## src/rtl/core/bcq_pkg.sv

```systemverilog
// ----------------------------------------------------------------------------
// bcq_pkg
// Shared types and constants of the beam candidate queue: request and
// result payloads, controller/datapath command and status groups.
// ----------------------------------------------------------------------------
package bcq_pkg;

    // Command codes of a request
    localparam logic CMD_INSERT = 1'b0;
    localparam logic CMD_POP    = 1'b1;

    // Register index of the beam size on the configuration port
    localparam logic REG_BEAM_SIZE = 1'b0;

    // Reset values
    localparam logic [4:0]         BEAM_SIZE_RESET = 5'd16;
    localparam logic signed [31:0] SCORE_MIN       = 32'sh8000_0000;

    // One request transfer
    typedef struct packed {
        logic                command;
        logic signed [31:0]  heuristic_score;
        logic [15:0]         node_index;
    } bcq_req_t;

    // One result transfer
    typedef struct packed {
        logic                accepted;
        logic                pop_valid;
        logic [15:0]         pop_index;
        logic signed [31:0]  pop_score;
        logic [4:0]          occupancy;
    } bcq_result_t;

    // Controller to datapath
    typedef struct packed {
        logic capture;
        logic exec;
        logic load_worst;
    } bcq_cmd_t;

    // Datapath to controller
    typedef struct packed {
        logic evict;
    } bcq_status_t;

endpackage

```

## src/rtl/core/bcq_ctrl.sv

```systemverilog
// ----------------------------------------------------------------------------
// bcq_ctrl
// Controller of the beam candidate queue: sequences capture, execution and
// the worst-score reload, and raises the result strobe.
// ----------------------------------------------------------------------------
module bcq_ctrl (
    input  logic                 clk,
    input  logic                 rst_n,
    input  logic                 start,
    input  bcq_pkg::bcq_status_t status,
    output bcq_pkg::bcq_cmd_t    cmd,
    output logic                 busy,
    output logic                 done
);

    localparam logic [1:0] ST_IDLE  = 2'd0;
    localparam logic [1:0] ST_EXEC  = 2'd1;
    localparam logic [1:0] ST_WORST = 2'd2;

    logic [1:0] state_reg;
    logic [1:0] state_next;
    logic       done_reg;
    logic       done_next;

    // Next state
    always_comb
    begin
        case (state_reg)
            ST_IDLE:  state_next = start ? ST_EXEC : ST_IDLE;
            ST_EXEC:  state_next = status.evict ? ST_WORST : ST_IDLE;
            ST_WORST: state_next = ST_IDLE;
            default:  state_next = ST_IDLE;
        endcase
    end

    // Strobe the result once the item is complete
    assign done_next = ((state_reg == ST_EXEC) && !status.evict) || (state_reg == ST_WORST);

    always_ff @(posedge clk or negedge rst_n)
    begin
        if (!rst_n)
        begin
            state_reg <= ST_IDLE;
            done_reg  <= 1'b0;
        end
        else
        begin
            state_reg <= state_next;
            done_reg  <= done_next;
        end
    end

    // Drive datapath commands
    assign cmd.capture    = start && (state_reg == ST_IDLE);
    assign cmd.exec       = (state_reg == ST_EXEC);
    assign cmd.load_worst = (state_reg == ST_WORST);

    assign busy = (state_reg != ST_IDLE);
    assign done = done_reg;

endmodule

```

## src/rtl/core/bcq_datapath.sv

```systemverilog
// ----------------------------------------------------------------------------
// bcq_datapath
// Sorted shift chain of candidate cells, entry count, worst-score register
// and result register of the beam candidate queue.
// ----------------------------------------------------------------------------
module bcq_datapath #(
    parameter int BEAM_DEPTH = 16,
    parameter int INDEX_BITS = 16
) (
    input  logic                             clk,
    input  logic                             rst_n,
    input  bcq_pkg::bcq_cmd_t                cmd,
    input  bcq_pkg::bcq_req_t                request,
    input  logic [$clog2(BEAM_DEPTH+2)-1:0]  beam,
    output bcq_pkg::bcq_status_t             status,
    output bcq_pkg::bcq_result_t             result
);

    localparam int SLOTS = BEAM_DEPTH + 1;
    localparam int CW    = $clog2(BEAM_DEPTH + 2);
    localparam int NW    = (INDEX_BITS < 16) ? INDEX_BITS : 16;

    bcq_pkg::bcq_req_t    op_reg;
    bcq_pkg::bcq_result_t result_reg;
    bcq_pkg::bcq_result_t result_next;

    logic signed [31:0] score_reg  [SLOTS];
    logic signed [31:0] score_next [SLOTS];
    logic [NW-1:0]      node_reg   [SLOTS];
    logic [NW-1:0]      node_next  [SLOTS];
    logic signed [31:0] up_score   [SLOTS];
    logic [NW-1:0]      up_node    [SLOTS];
    logic signed [31:0] dn_score   [SLOTS];
    logic [NW-1:0]      dn_node    [SLOTS];

    logic [CW-1:0]      count_reg;
    logic [CW-1:0]      count_next;
    logic signed [31:0] worst_reg;
    logic signed [31:0] worst_sel;

    logic [SLOTS-1:0]   ge;
    logic [SLOTS-1:0]   ge_prev;
    logic               is_insert;
    logic               full;
    logic               can_ins;
    logic               ins_en;
    logic               pop_en;
    logic [CW-1:0]      last_idx;

    // Capture the request on a start transfer
    always_ff @(posedge clk)
    begin
        if (cmd.capture)
        begin
            op_reg <= request;
        end
    end

    // Per-cell compare: the entry stays ahead of the new candidate
    always_comb
    begin
        for (int i = 0; i < SLOTS; i++)
        begin
            ge[i] = (CW'(i) < count_reg) && (score_reg[i] >= $signed(op_reg.heuristic_score));
        end
    end

    // Cell i takes the new entry when the cell before it stays put
    assign ge_prev = {ge[SLOTS-2:0], 1'b1};

    // Neighbor taps of the chain
    always_comb
    begin
        up_score[0] = $signed(op_reg.heuristic_score);
        up_node[0]  = op_reg.node_index[NW-1:0];
        for (int i = 1; i < SLOTS; i++)
        begin
            up_score[i] = score_reg[i-1];
            up_node[i]  = node_reg[i-1];
        end
        for (int i = 0; i < SLOTS - 1; i++)
        begin
            dn_score[i] = score_reg[i+1];
            dn_node[i]  = node_reg[i+1];
        end
        dn_score[SLOTS-1] = score_reg[SLOTS-1];
        dn_node[SLOTS-1]  = node_reg[SLOTS-1];
    end

    // Admission decision
    assign is_insert = (op_reg.command == bcq_pkg::CMD_INSERT);
    assign full      = (count_reg >= beam);
    assign can_ins   = !(full && ($signed(op_reg.heuristic_score) < worst_reg))
                       && (count_reg < CW'(SLOTS));
    assign ins_en    = cmd.exec && is_insert && can_ins;
    assign pop_en    = cmd.exec && !is_insert && (count_reg != '0);

    // An accepted insert into a full set drops the last entry
    assign status.evict = is_insert && can_ins && full;

    // Shift the chain: open a gap on insert, close the head on pop
    always_comb
    begin
        for (int i = 0; i < SLOTS; i++)
        begin
            score_next[i] = score_reg[i];
            node_next[i]  = node_reg[i];
            if (ins_en && !ge[i])
            begin
                if (ge_prev[i])
                begin
                    score_next[i] = up_score[0];
                    node_next[i]  = up_node[0];
                end
                else
                begin
                    score_next[i] = up_score[i];
                    node_next[i]  = up_node[i];
                end
            end
            else if (pop_en)
            begin
                score_next[i] = dn_score[i];
                node_next[i]  = dn_node[i];
            end
        end
    end

    always_ff @(posedge clk)
    begin
        for (int i = 0; i < SLOTS; i++)
        begin
            score_reg[i] <= score_next[i];
            node_reg[i]  <= node_next[i];
        end
    end

    // Count and result
    always_comb
    begin
        count_next  = count_reg;
        result_next = result_reg;
        if (cmd.exec)
        begin
            if (ins_en)
            begin
                count_next = full ? count_reg : count_reg + CW'(1);
            end
            else if (pop_en)
            begin
                count_next = count_reg - CW'(1);
            end
            result_next.accepted  = ins_en;
            result_next.pop_valid = pop_en;
            result_next.pop_index = pop_en ? 16'(node_reg[0]) : 16'd0;
            result_next.pop_score = pop_en ? score_reg[0] : 32'sd0;
            result_next.occupancy = 5'(count_next);
        end
    end

    always_ff @(posedge clk)
    begin
        result_reg <= result_next;
    end

    // Select the new last entry after an eviction
    assign last_idx = count_reg - CW'(1);

    always_comb
    begin
        worst_sel = '0;
        for (int i = 0; i < SLOTS; i++)
        begin
            worst_sel = worst_sel | ((CW'(i) == last_idx) ? score_reg[i] : 32'sd0);
        end
    end

    always_ff @(posedge clk or negedge rst_n)
    begin
        if (!rst_n)
        begin
            count_reg <= '0;
            worst_reg <= bcq_pkg::SCORE_MIN;
        end
        else
        begin
            count_reg <= count_next;
            if (cmd.load_worst)
            begin
                worst_reg <= worst_sel;
            end
        end
    end

    assign result = result_reg;

endmodule

```

## src/rtl/core/beam_candidate_queue.sv

```systemverilog
// ----------------------------------------------------------------------------
// beam_candidate_queue
// Beam-limited sorted candidate set with insert and pop commands and an
// APB-style beam size register.
// ----------------------------------------------------------------------------
// A request is taken when start is high and busy is low. Its result appears
// on result for exactly one cycle with done high, and must be taken then.
// An item passes the execute state before its done cycle, and a new start is
// taken in the done cycle; an evicting insert also passes the worst state,
// which reloads the worst-score register from the new last cell. Candidates
// sit in a chain of BEAM_DEPTH+1 cells that shifts one place per item, so
// the rate does not depend on the beam size. The beam size register must be
// written only while the block is idle; the block does not enforce it.
// ----------------------------------------------------------------------------
module beam_candidate_queue #(
    parameter int BEAM_DEPTH = 16,
    parameter int INDEX_BITS = 16
) (
    input  logic                  clk,
    input  logic                  rst_n,
    input  logic                  start,
    output logic                  busy,
    input  bcq_pkg::bcq_req_t     request,
    output logic                  done,
    output bcq_pkg::bcq_result_t  result,
    input  logic                  psel,
    input  logic                  penable,
    input  logic                  pwrite,
    input  logic [2:0]            paddr,
    input  logic [31:0]           pwdata,
    output logic [31:0]           prdata,
    output logic                  pready
);

    localparam int CW = $clog2(BEAM_DEPTH + 2);

    bcq_pkg::bcq_cmd_t    cmd;
    bcq_pkg::bcq_status_t status;

    logic [4:0]    beam_size_reg;
    logic [CW-1:0] beam;
    logic          reg_hit;

    // Configuration register
    assign pready  = 1'b1;
    assign reg_hit = (paddr[2] == bcq_pkg::REG_BEAM_SIZE);

    always_ff @(posedge clk or negedge rst_n)
    begin
        if (!rst_n)
        begin
            beam_size_reg <= bcq_pkg::BEAM_SIZE_RESET;
        end
        else if (psel && penable && pwrite && pready && reg_hit)
        begin
            beam_size_reg <= pwdata[4:0];
        end
    end

    assign prdata = reg_hit ? 32'(beam_size_reg) : 32'd0;

    // Clamp the beam to the range the chain holds
    always_comb
    begin
        if (beam_size_reg == 5'd0)
        begin
            beam = CW'(1);
        end
        else if (32'(beam_size_reg) > 32'(BEAM_DEPTH))
        begin
            beam = CW'(BEAM_DEPTH);
        end
        else
        begin
            beam = CW'(beam_size_reg);
        end
    end

    bcq_ctrl u_ctrl (
        .clk    (clk),
        .rst_n  (rst_n),
        .start  (start),
        .status (status),
        .cmd    (cmd),
        .busy   (busy),
        .done   (done)
    );

    bcq_datapath #(
        .BEAM_DEPTH (BEAM_DEPTH),
        .INDEX_BITS (INDEX_BITS)
    ) u_datapath (
        .clk     (clk),
        .rst_n   (rst_n),
        .cmd     (cmd),
        .request (request),
        .beam    (beam),
        .status  (status),
        .result  (result)
    );

endmodule
```

## config.mk

```make
export PLATFORM = sky130hd
export DESIGN_NAME = beam_candidate_queue
export DESIGN_NICKNAME = d
export VERILOG_FILES = /design/src/rtl/core/bcq_pkg.sv /design/src/rtl/core/bcq_ctrl.sv /design/src/rtl/core/bcq_datapath.sv /design/src/rtl/core/beam_candidate_queue.sv
export SDC_FILE = /design/constraint.sdc
export NUM_CORES = 2
export LEC_CHECK = 0
export BUFFER_PORTS_ARGS = -buffer_cell sky130_fd_sc_hd__buf_2
export CAP_MARGIN = 20
export CORE_MARGIN = 2
export CORE_UTILIZATION = 40
export DETAILED_ROUTE_END_ITERATION = 10
export HOLD_SLACK_MARGIN = 0.15
export SLEW_MARGIN = 20
export SYNTH_ARGS = -nofsm -noshare
export SYNTH_HDL_FRONTEND = slang
export SYNTH_HIERARCHICAL = 1
export SYNTH_SLANG_ARGS = --single-unit
export TNS_END_PERCENT = 30
```

## constraint.sdc

```tcl
create_clock -name clk -period 9.05 [get_ports clk]
set_clock_uncertainty 0.05 [all_clocks]
set_input_delay 0.905 -clock clk [delete_from_list [all_inputs] [get_ports clk]]
set_output_delay 0.905 -clock clk [all_outputs]
set_load 0.005 [all_outputs]
```

==> results.cfg <==
[die]
coreArea_sq_um = 157000
rows = 145
ios = 180
die_h_um = 402
dieArea_sq_um = 161000
initial_core_util_pct = 40.4
die_x_um = 402

[sta]
fmax_mhz = 140
worst_slew_pin_slew_ns = 1.20
finalCritPeriodShare_pct = 78.7
setup_violations = 0
hold_violations = 0
period_minus_slack_ns = 7.12
final-max-slew-violation-count = 0
rsz0062_at_grt = false
slew_headroom_pct = 19.5
fin_setup_tns_ns = 0

[route]
routed_via_density = 6.63
ant_nets = 0
first_pass_iters = 6
drt_iter0_markers = 7368
drc = 0
wl_per_cell_um = 34.4
drt-total-wl_um = 261000
num_vias = 50300

[clock_tree]
hold_buffers = 0
numCtsBuffers = 114
clk_latency_ns = 0.82
cts_root_buffer = clkbuf_16
cts_setup_buffers = 0
h-tree-depth = 3
ctsResizeCount = 0
cts_tree = built
cts_max_path_buffers = 3
cts.sinks = 965
path_clk_slew_ns = 0.06

[cells_and_area]
design_area_sq_um = 70000
drive_gt1_share_pct = 21.0
final_util_pct = 44.7
fillCellCount = 14500
seq_area_sq_um = 28800
multi_input_area_sq_um = 32800
nNetsFinal = 6077
synthToLayoutAreaGrowth_pct = 10.6
largest_register_ffs = 544

[synthesis]
yosys_most_used_dff = edfxtp_1
synth_top_area_cell = edfxtp_1
syn_inst = 5426
synthTopCellsByCount = edfxtp_1, mux2_2, ha_1
ys_warn_count = 6
synth_enable_flop_cells = 920
avgSynthCellArea_sq_um = 11.7
ys_ff_latch = 965
synth_cell_types = 87
ys_seq_area_share_pct = 45.5
synth_area_sq_um = 63300
synth.most_common_cell = edfxtp_1
synthArstFlopShare_pct = 4.66
yosysTopAreaCellShare_pct = 43.7
synth_area_leaders = edfxtp_1, mux2_2, ha_1

[hold_path]
hold_path.class = in -> reg

[placed_design]
placed_cell_area_sq_um = 66300
numPortBuffers = 122
dp_hpwl_um = 168000
place_congestion = 1.01

[grt]
grt_pass1_wl_um = 365000
grt_pass1_vias = 48500
overflow = 0
antenna_found_initial = 9
grt_usage_pct = 31.4
grt_max_degree = 143

[worst_setup_path]
worst_setup_path_end_kind = flop
worstPathMaxFanout = 27
crit_required_ns = 9.38
worst_ep_arrival_time_ns = 7.45
worst_setup_path_start_kind = flop
path_class = reg -> reg

[pwr]
ir_drop_uv = 364
finalPower_mw = 25.1
power.density_nw_per_um2 = 359
p_leak_nw = 27.5

[status]
status = finished, final reports clean

[job]
drv_cap = 0
[through the flow]
stage          cells  hold slack [ns]  worst slack (ns)
3_5_place_dp    7373            0.443              2.19
5_1_grt         7577            0.183              1.84
6_report        7581            0.214              1.93
2_1_floorplan   5452            0.420              2.17
3_3_place_gp    7371            0.436              2.17
4_1_cts         7575            0.166              2.06
[routing by layer]
metal	part of all wire (%)	track usage (%)
met1	39	41.6
met2	42	46.7
met3	12	8.10
met4	6.7	17.6
met5	0.049	0
[final cells by class]
cell class | count | share of cell area [%]
multi-input cells | 3955 | 46.8
flip-flops and latches | 965 | 41.1
inverters | 145 | 0.787
clock inverters | 67 | 1.03
diodes | 4 | 0.0143
well taps | 2058 | 3.68
clock buffers | 135 | 4.22
repair buffers | 252 | 2.37
[report_power, final]
group / internal (mW) / switching, mW
Sequential: 6.92 / 1.51
Combinational: 4.43 / 7.57
Clock: 2.61 / 2.05
[critical path: stages (launching register included)]
cell and delay [ns]:
edfxtp_1 0.87, inv_1 0.60, ha_1 0.50, a2111oi_2 0.70, o21ai_0 0.19, a2111oi_0 0.46
buf_4 0.23, a221oi_1 0.15, o21ai_4 0.75, nand2_4 0.66, nand2_4 0.71, buf_4 0.66
[placed cells by master, fill, tap and decap left out, drive strengths merged, types with 76 or more instances in the layout]
master / netlist / routed
a21o: 147 / 147
a31oi: 76 / 76
nand4: 135 / 135
edfxtp: 920 / 920
buf: 169 / 252
ha: 554 / 554
clkbuf: 218 / 135
a21oi: 359 / 359
a22oi: 192 / 192
nor2: 127 / 127
nand2: 282 / 282
mux2i: 445 / 445
o21ai: 454 / 454
mux2: 680 / 680
inv: 145 / 145
[final timing paths]
kind / slack, ns / to / cells past startpoint / startpoint
setup / recovery: 1.93 / u_datapath/node_reg[0][45] / 11 / u_datapath/op_reg[46]
max in group asynchronous: 7.99 / u_datapath/count_reg[0] / 1 / rst_n
hold reg to reg: 0.46 / u_datapath/worst_reg[24] / 1 / u_datapath/worst_reg[24]
min in group asynchronous: 0.24 / u_datapath/worst_reg[11] / 1 / rst_n
setup reg to reg: 1.93 / u_datapath/node_reg[0][45] / 11 / u_datapath/op_reg[46]
hold / removal: 0.21 / u_datapath/op_reg[5] / 1 / request[5]
[logic make-up (layout without fill, tap and decap cells)]
family / count (synthesis) / count (layout) / share of synthesized area (%)
other: 2 / 32 / 0.0119
buffers and inverters: 532 / 599 / 3.76
XOR/XNOR: 8 / 8 / 0.111
AND/OR/NAND/NOR: 790 / 790 / 6.21
multiplexers: 1125 / 1125 / 19.3
AO/OA/AOI/OAI: 1450 / 1450 / 14.2
adder cells (fa/ha/maj): 554 / 554 / 11.0
flip-flops: 965 / 965 / 45.5
No activity file was read; power rests on OpenSTA's default activity.
